`config.mk`:
```
export PLATFORM = sky130hd
export DESIGN_NAME = etmb_cordic_cell
export DESIGN_NICKNAME = d
export VERILOG_FILES = /design/src/hw/rtl/etmb_pkg.sv /design/src/hw/rtl/etmb_cordic_cell.sv
export SDC_FILE = /design/constraint.sdc
export NUM_CORES = 1
export LEC_CHECK = 0
export ABC_AREA = 0
export BUFFER_PORTS_ARGS = -buffer_cell sky130_fd_sc_hd__buf_2
export CAP_MARGIN = 30
export CORE_AREA = 2 2 222 224
export DETAILED_ROUTE_END_ITERATION = 10
export DIE_AREA = 0 0 224 226
export PLACE_DENSITY = 0.79
export SYNTH_ARGS = -nofsm -noshare
export SYNTH_HDL_FRONTEND = slang
export SYNTH_SLANG_ARGS = --single-unit
```
`constraint.sdc`:
```
create_clock -name clk -period 3.77 [get_ports clk]
set_clock_uncertainty 0.2 [all_clocks]
set_input_delay 0.1885 -clock clk [delete_from_list [all_inputs] [get_ports clk]]
set_output_delay 0.1885 -clock clk [all_outputs]
set_load 0.02 [all_outputs]
```
`src/hw/rtl/etmb_pkg.sv`:
```
// Package for the Euler rotation, scale and translation matrix builder.
package etmb_pkg;

  localparam int CordicStepsDefault = 16;
  localparam int AtanEntries = 24;
  localparam int TrigW = 28;
  localparam logic signed [TrigW-1:0] GainQ24 = 28'sd10188014;
  localparam logic signed [TrigW-1:0] HalfPiQ24 = 28'sd26353589;
  localparam logic signed [TrigW-1:0] PiQ24 = 28'sd52707179;

  typedef logic signed [TrigW-1:0] trig_t;

  // One CORDIC cell state: x, y, residual angle, quadrant flip.
  typedef struct packed {
    trig_t x;
    trig_t y;
    trig_t z;
    logic  flip;
  } rot_t;

  function automatic trig_t atan_q24(input logic [4:0] i);
    trig_t r;
    r = '0;
    unique case (i)
      5'd0: r = 28'sd13176795;
      5'd1: r = 28'sd7778716;
      5'd2: r = 28'sd4110060;
      5'd3: r = 28'sd2086331;
      5'd4: r = 28'sd1047214;
      5'd5: r = 28'sd524117;
      5'd6: r = 28'sd262123;
      5'd7: r = 28'sd131069;
      5'd8: r = 28'sd65536;
      5'd9: r = 28'sd32768;
      5'd10: r = 28'sd16384;
      5'd11: r = 28'sd8192;
      5'd12: r = 28'sd4096;
      5'd13: r = 28'sd2048;
      5'd14: r = 28'sd1024;
      5'd15: r = 28'sd512;
      5'd16: r = 28'sd256;
      5'd17: r = 28'sd128;
      5'd18: r = 28'sd64;
      5'd19: r = 28'sd32;
      5'd20: r = 28'sd16;
      5'd21: r = 28'sd8;
      5'd22: r = 28'sd4;
      5'd23: r = 28'sd2;
      default: r = '0;
    endcase
    return r;
  endfunction

  // Q24 times Q24, rounded half up to Q24.
  function automatic trig_t mul24(input trig_t a, input trig_t b);
    logic signed [2*TrigW-1:0] p;
    p = a * b + (56'sd1 <<< 23);
    return trig_t'(p >>> 24);
  endfunction

  // Q24 term times Q8.8 scale, rounded half up to Q16.16.
  function automatic logic [31:0] scaled(input trig_t t, input logic signed [15:0] k);
    logic signed [TrigW+15:0] p;
    p = t * k + 44'sd32768;
    return 32'(p >>> 16);
  endfunction

endpackage

```
`src/hw/rtl/etmb_cordic_cell.sv`:
```
// One CORDIC rotation cell for three angles, registered.
module etmb_cordic_cell #(
  parameter int Step = 0
) (
  input  logic clk,
  input  logic en,
  input  etmb_pkg::rot_t rin [3],
  output etmb_pkg::rot_t rout [3]
);
  import etmb_pkg::*;

  rot_t rot_next [3];

  always_comb begin
    for (int a = 0; a < 3; a++) begin
      rot_next[a].flip = rin[a].flip;
      if (!rin[a].z[TrigW-1]) begin
        rot_next[a].x = rin[a].x - (rin[a].y >>> Step);
        rot_next[a].y = rin[a].y + (rin[a].x >>> Step);
        rot_next[a].z = rin[a].z - atan_q24(5'(Step));
      end else begin
        rot_next[a].x = rin[a].x + (rin[a].y >>> Step);
        rot_next[a].y = rin[a].y - (rin[a].x >>> Step);
        rot_next[a].z = rin[a].z + atan_q24(5'(Step));
      end
    end
  end

  always_ff @(posedge clk) begin
    if (en) begin
      rout <= rot_next;
    end
  end
endmodule

```
==> impl_metrics.tcl, run 1 <==
set metrics [dict create \
    startpoint "rin[142]" \
    clock-root-buffer "clkbuf_16" \
    m1WireLength_mm 33.1 \
    grt_pass1_vias 23300 \
    hold_violations 0 \
    dr.max_layer_used "met5" \
    power_mw 11.7 \
    synth.yosys.warnings 0 \
    slew_headroom 0.453 \
    firstDrtPassIters 6 \
    numPlacedInstances 3956 \
    clk_path_buf_depth 3 \
    setup_ws_ns 0.202 \
    gp_congestion 0.989 \
    avgSynthCellArea_um2 8.67 \
    post_dp_cell_area_mm2 0.0283 \
    setup_violations 0 \
    final_area_mm2 0.0304 \
    synth-seq-cells 252 \
    drive_above_1_share 0.192 \
    ctsHtreeMaxLevel 1 \
    timing.final.crit_share 0.946 \
    crit_path_start_kind "input pin" \
    wl_per_cell_um 19.9 \
    status "finished, final reports clean" \
    fin_cells 4121 \
    seq_area_frac_synth 0.305 \
    ys.flop_type "edfxtp_1" \
    pwr_density_cell_mw_per_mm2 384 \
    syn_to_final_growth_pct 22.5 \
    maxSlewViolCount 0 \
    largestRegisters "rout: 252 flops" \
    cp-end-kind "register" \
    io_pins 512 \
    grtUsageTotal 0.310 \
    grt_antenna_before_repair 11 \
    core.rowCount 81 \
    min_path_type "input pin to register" \
    worstHoldStart "rin[101]" \
    synth_area_leaders "edfxtp_1, ha_1, a21oi_1" \
    clkTransAtPathRegs_ns 0.06 \
    drcViolationCount 0 \
    vias 24500 \
    start_util 0.513 \
    die_x_um 224 \
    wl_met2_mm 38.2 \
    tightest_slew_ns 0.809 \
    fin_crit_ns 3.57 \
    cp.required_ns 3.90 \
    ys_types 80 \
    maxCapViolations 0 \
    nets 4057 \
    syn_nets 3450 \
    ant_nets 0 \
    largest_register_ffs 252 \
    max_freq_mhz 280 \
    synth_top_area_cell "edfxtp_1" \
    syn_area_mm2 0.0248 \
    cp_data_arrival_time_ns 3.70 \
    syn_inst 2860 \
    async_reset_ff_frac 0 \
    die_area_mm2 0.0506 \
    fin_setup_tns_ns 0 \
    core_area_mm2 0.0483 \
    synth_edf_count 252 \
    place_ws_ns 0.163 \
    cts.sinks 252 \
    drt_iter0_drc 2291 \
    peakVddDrop_mv 0.338 \
    crit_path_max_fanout 3 \
    synth_top_area_frac 0.305 \
    crit_type "input pin to register" \
    grt_pass1_wl_mm 126 \
    largest_register "rout" \
    portBuffers 511 \
    cts_buffers 30 \
    place.detailed.hpwl_mm 63.2 \
    wirelength_mm 82.1 \
    met3WireLength_mm 7.63 \
    fillers 3988 \
    fp.dieH_um 226 \
    setup.worst_path.end "rout[140]$_DFFE_PP_" \
    viasPerCell 5.94 \
    netlist_top_cells_count "a21oi_1, ha_1, inv_1, nor2_1, edfxtp_1" \
    grt_overflow_total 0 \
    grt_setup_unrepaired "false" \
    yosysMostFrequentCell "a21oi_1" \
    grt_max_degree 78 \
    cts_tree "done" \
    hold_depth 3 \
    p_leak_nw 14.0 \
]
area by class of cell:
cell class | count | area, µm² | share of cell area
multi-input cells | 2213 | 15800 | 0.518
flip-flops and latches | 252 | 7570 | 0.249
repair buffers | 688 | 4190 | 0.138
inverters | 282 | 1060 | 0.0348
clock buffers | 36 | 795 | 0.0261
well taps | 622 | 778 | 0.0256
clock inverters | 18 | 225 | 0.00741
diodes | 10 | 25.0 | 0.000823
cells in the final DEF (no fill, tap or decap), types with 51 or more instances in the layout:
cell,n
edfxtp_1,252
xnor2_1,186
a21oi_1,337
dlygate4sd3_1,101
buf_2,510
ha_1,321
nand2_1,132
nor3_1,51
inv_1,274
nor2_1,256
o21ai_0,162
buf_4,73
a21o_1,107
power by group:
part | switching, mW | internal, mW | leakage, nW
logic | 2.96 | 1.76 | 11.1
registers | 0.159 | 3.73 | 2.47
clock network | 1.24 | 1.83 | 0.489
what timing repair did:
| item | 4_1_cts | 5_1_grt |
|---|---|---|
| hold endpoints to repair | 160 | 0 |
| buffers inserted | 0 | 0 |
| hold buffers | 101 | 0 |
| setup endpoints to repair | 0 | 3 |
| resized for setup | 0 | 5 |
worst min-delay path by stage:
stage / slack (ns) / end
floorplan: 0.09 / rout[0]$_DFFE_PP_
global placement: 0.16 / rout[170]$_DFFE_PP_
detailed placement: 0.17 / rout[170]$_DFFE_PP_
CTS: 0.0009 / rout[101]$_DFFE_PP_
global route: 0.04 / rout[101]$_DFFE_PP_
finish: 0.03 / rout[101]$_DFFE_PP_
cells by family after synthesis:
| family | synth area share |
|---|---|
| AO/OA/AOI/OAI | 0.241 |
| XOR/XNOR | 0.0794 |
| adder cells (fa/ha/maj) | 0.172 |
| buffers and inverters | 0.0609 |
| flip-flops | 0.305 |
| multiplexers | 0.0118 |
| AND/OR/NAND/NOR | 0.131 |
metal layers:
layer | global-route usage | vias to the layer above
li1 | - | 11500
met1 | 0.395 | 11400
met2 | 0.521 | 1317
met3 | 0.0597 | 210
met4 | 0.118 | 6
met5 | 0 | -
per-stage QoR:
stage,hold WS [ns],utilization
finish,0.0285,0.629
global route,0.0403,0.628
CTS,0.000852,0.628
detailed placement,0.172,0.586
global placement,0.164,0.586
floorplan,0.0874,-
critical path, cell delays in order:
cell           delay [ns]
dlygate4sd3_1        0.53
buf_2                0.12
ha_1                 0.16
inv_1                0.06
fa_1                 0.42
o21ba_2              0.24
o2111ai_1            0.31
a31o_1               0.19
o41ai_1              0.10
o41a_1               0.48
o31ai_4              0.30
a41oi_1              0.23
o31ai_2              0.28
xnor2_1              0.08
No activity file was read; power rests on OpenSTA's default activity.
==> inputs of run 2 (changes only) <==
--- a/config.mk
+++ b/config.mk
@@ -5,12 +5,12 @@
 export SDC_FILE = /design/constraint.sdc
 export NUM_CORES = 1
 export LEC_CHECK = 0
-export ABC_AREA = 0
+export ABC_AREA = 1
 export BUFFER_PORTS_ARGS = -buffer_cell sky130_fd_sc_hd__buf_2
 export CAP_MARGIN = 30
-export CORE_AREA = 2 2 222 224
+export CORE_AREA = 2 2 245 247
 export DETAILED_ROUTE_END_ITERATION = 10
-export DIE_AREA = 0 0 224 226
+export DIE_AREA = 0 0 247 249
 export PLACE_DENSITY = 0.79
 export SYNTH_ARGS = -nofsm -noshare
 export SYNTH_HDL_FRONTEND = slang
==> impl_metrics.tcl, run 2 <==
set metrics [dict create \
    largest_register_ffs 252 \
    drt_iter0_drc 3068 \
    core_area_mm2 0.0587 \
    fp.dieH_um 249 \
    grt_setup_unrepaired "false" \
    status "finished, final reports clean" \
    grt_pass1_vias 32400 \
    timing.final.crit_share 0.757 \
    avgSynthCellArea_um2 6.29 \
    cts_resized 0 \
    min_path_type "input pin to register" \
    ant_nets 0 \
    syn_nets 5599 \
    place.detailed.hpwl_mm 95.4 \
    slew_headroom 0.500 \
    peakVddDrop_mv 0.344 \
    place_ws_ns 0.903 \
    max_freq_mhz 351 \
    drcViolationCount 0 \
    maxCapViolations 0 \
    cts_tree "done" \
    regArea_mm2 0.00757 \
    numPlacedInstances 6193 \
    synth_top_area_cell "edfxtp_1" \
    hold_depth 3 \
    vias 34800 \
    hold_violations 0 \
    clkTransAtPathRegs_ns 0.06 \
    fin_setup_tns_ns 0 \
    final_area_mm2 0.0364 \
    fin_util 0.620 \
    clk_path_buf_depth 3 \
    crit_type "input pin to register" \
    core.rowCount 89 \
    nets 6117 \
    ys_types 45 \
    gp_congestion 1.01 \
    synth_top_area_frac 0.240 \
    power_mw 12.5 \
    die_area_mm2 0.0615 \
    yosysMostFrequentCell "nand2_1" \
    cts.sinks 252 \
    clock-root-buffer "clkbuf_16" \
    layout_commonest_cell "nand2_1" \
    largestRegisters "rout: 252 flops" \
    grt_max_degree 99 \
    fin_cells 6341 \
    async_reset_ff_frac 0 \
    portBuffers 511 \
    wirelength_mm 116 \
    cts_buffers 34 \
    setup_violations 0 \
    post_dp_cell_area_mm2 0.0345 \
    fin_crit_ns 2.85 \
    grt_pass1_wl_mm 175 \
    start_util 0.537 \
    pwr_density_cell_mw_per_mm2 343 \
    fillers 5736 \
    holdWs_ns 0.0286 \
    viasPerCell 5.48 \
    ctsHtreeMaxLevel 2 \
    netlist_top_cells_count "nand2_1, inv_1, nand3_1, nor2_1, a21oi_1" \
    cp-end-kind "register" \
    cp.required_ns 3.88 \
    setup_ws_ns 0.917 \
    crit_path_start_kind "input pin" \
    crit_path_max_fanout 4 \
    syn_inst 5009 \
    synth-seq-cells 252 \
    synth_area_leaders "edfxtp_1, nand2_1, ha_1" \
    maxSlewViolCount 0 \
    syn_to_final_growth_pct 15.4 \
    synth.yosys.warnings 0 \
    seq_area_frac_synth 0.240 \
    ys.flop_type "edfxtp_1" \
    synth_edf_count 252 \
    largest_register "rout" \
    wl_per_cell_um 18.2 \
    firstDrtPassIters 6 \
    tightest_slew_ns 0.750 \
    multi_input_area_mm2 0.0199 \
    syn_area_mm2 0.0315 \
    io_pins 512 \
    most-common-layout-cells "nand2_1, inv_1, buf_2" \
    grtUsageTotal 0.363 \
    grt_overflow_total 0 \
    grt_antenna_before_repair 19 \
    drive_above_1_share 0.119 \
    p_leak_nw 19.8 \
    cp_data_arrival_time_ns 2.97 \
    die_x_um 247 \
]
==> run 2: layout make-up <==
cell class / instances / share of cell area
clock inverters: 20 / 0.00537
clock buffers: 40 / 0.0258
repair buffers: 592 / 0.0929
diodes: 17 / 0.00117
multi-input cells: 3736 / 0.546
well taps: 773 / 0.0266
inverters: 911 / 0.0941
flip-flops and latches: 252 / 0.208
==> run 2: layer usage <==
layer  track usage  vias up  routed length [µm]  part of all wire
met1         0.468    15800               47100              0.41
met4         0.142       20                4780             0.041
met2         0.599     1603               52400              0.45
met5             0        -                 124            0.0011
met3        0.0639      271               11200             0.097
li1              -    17000                   -                 -
==> run 2: logic make-up after synthesis <==
logic type / Yosys count / share of synthesized area
muxes: 6 / 0.00191
DFF: 252 / 0.240
AOI/OAI and AO/OA: 648 / 0.111
and+or+nand+nor: 2632 / 0.349
adders and majority gates: 333 / 0.135
xor gates and xnor gates: 117 / 0.0325
buffers and inverters: 1021 / 0.129
==> run 2: final timing paths <==
path	start	slack, ns	endpoint
setup / recovery	rin[200]	0.92	rout[226]$_DFFE_PP_
hold / removal	rin[96]	0.03	rout[96]$_DFFE_PP_
==> run 2: what timing repair did <==
item | in CTS | in global routing
endpoints found under the hold margin | 128 | 0
endpoints found under the setup margin | 0 | 0
setup buffers | 0 | 0
hold buffers | 71 | 0
==> run 2: where the power goes <==
part           leakage, nW  internal (mW)  total (mW)  switching [mW]
combinational         16.8           1.63        5.29            3.65
clock                0.545           1.99        3.37            1.38
sequential            2.46           3.64        3.82           0.177
==> run 2: worst max-delay path: stages <==
cell,delay (ns)
dlygate4sd3_1,0.56
buf_2,0.17
inv_1,0.13
ha_1,0.33
inv_1,0.06
nand2_1,0.06
a21oi_1,0.24
nand2_1,0.16
nand3_2,0.15
nand2_1,0.09
nand3_1,0.08
nand2_1,0.08
nand3_1,0.08
nand2_1,0.06
dlygate4sd3_1,0.55
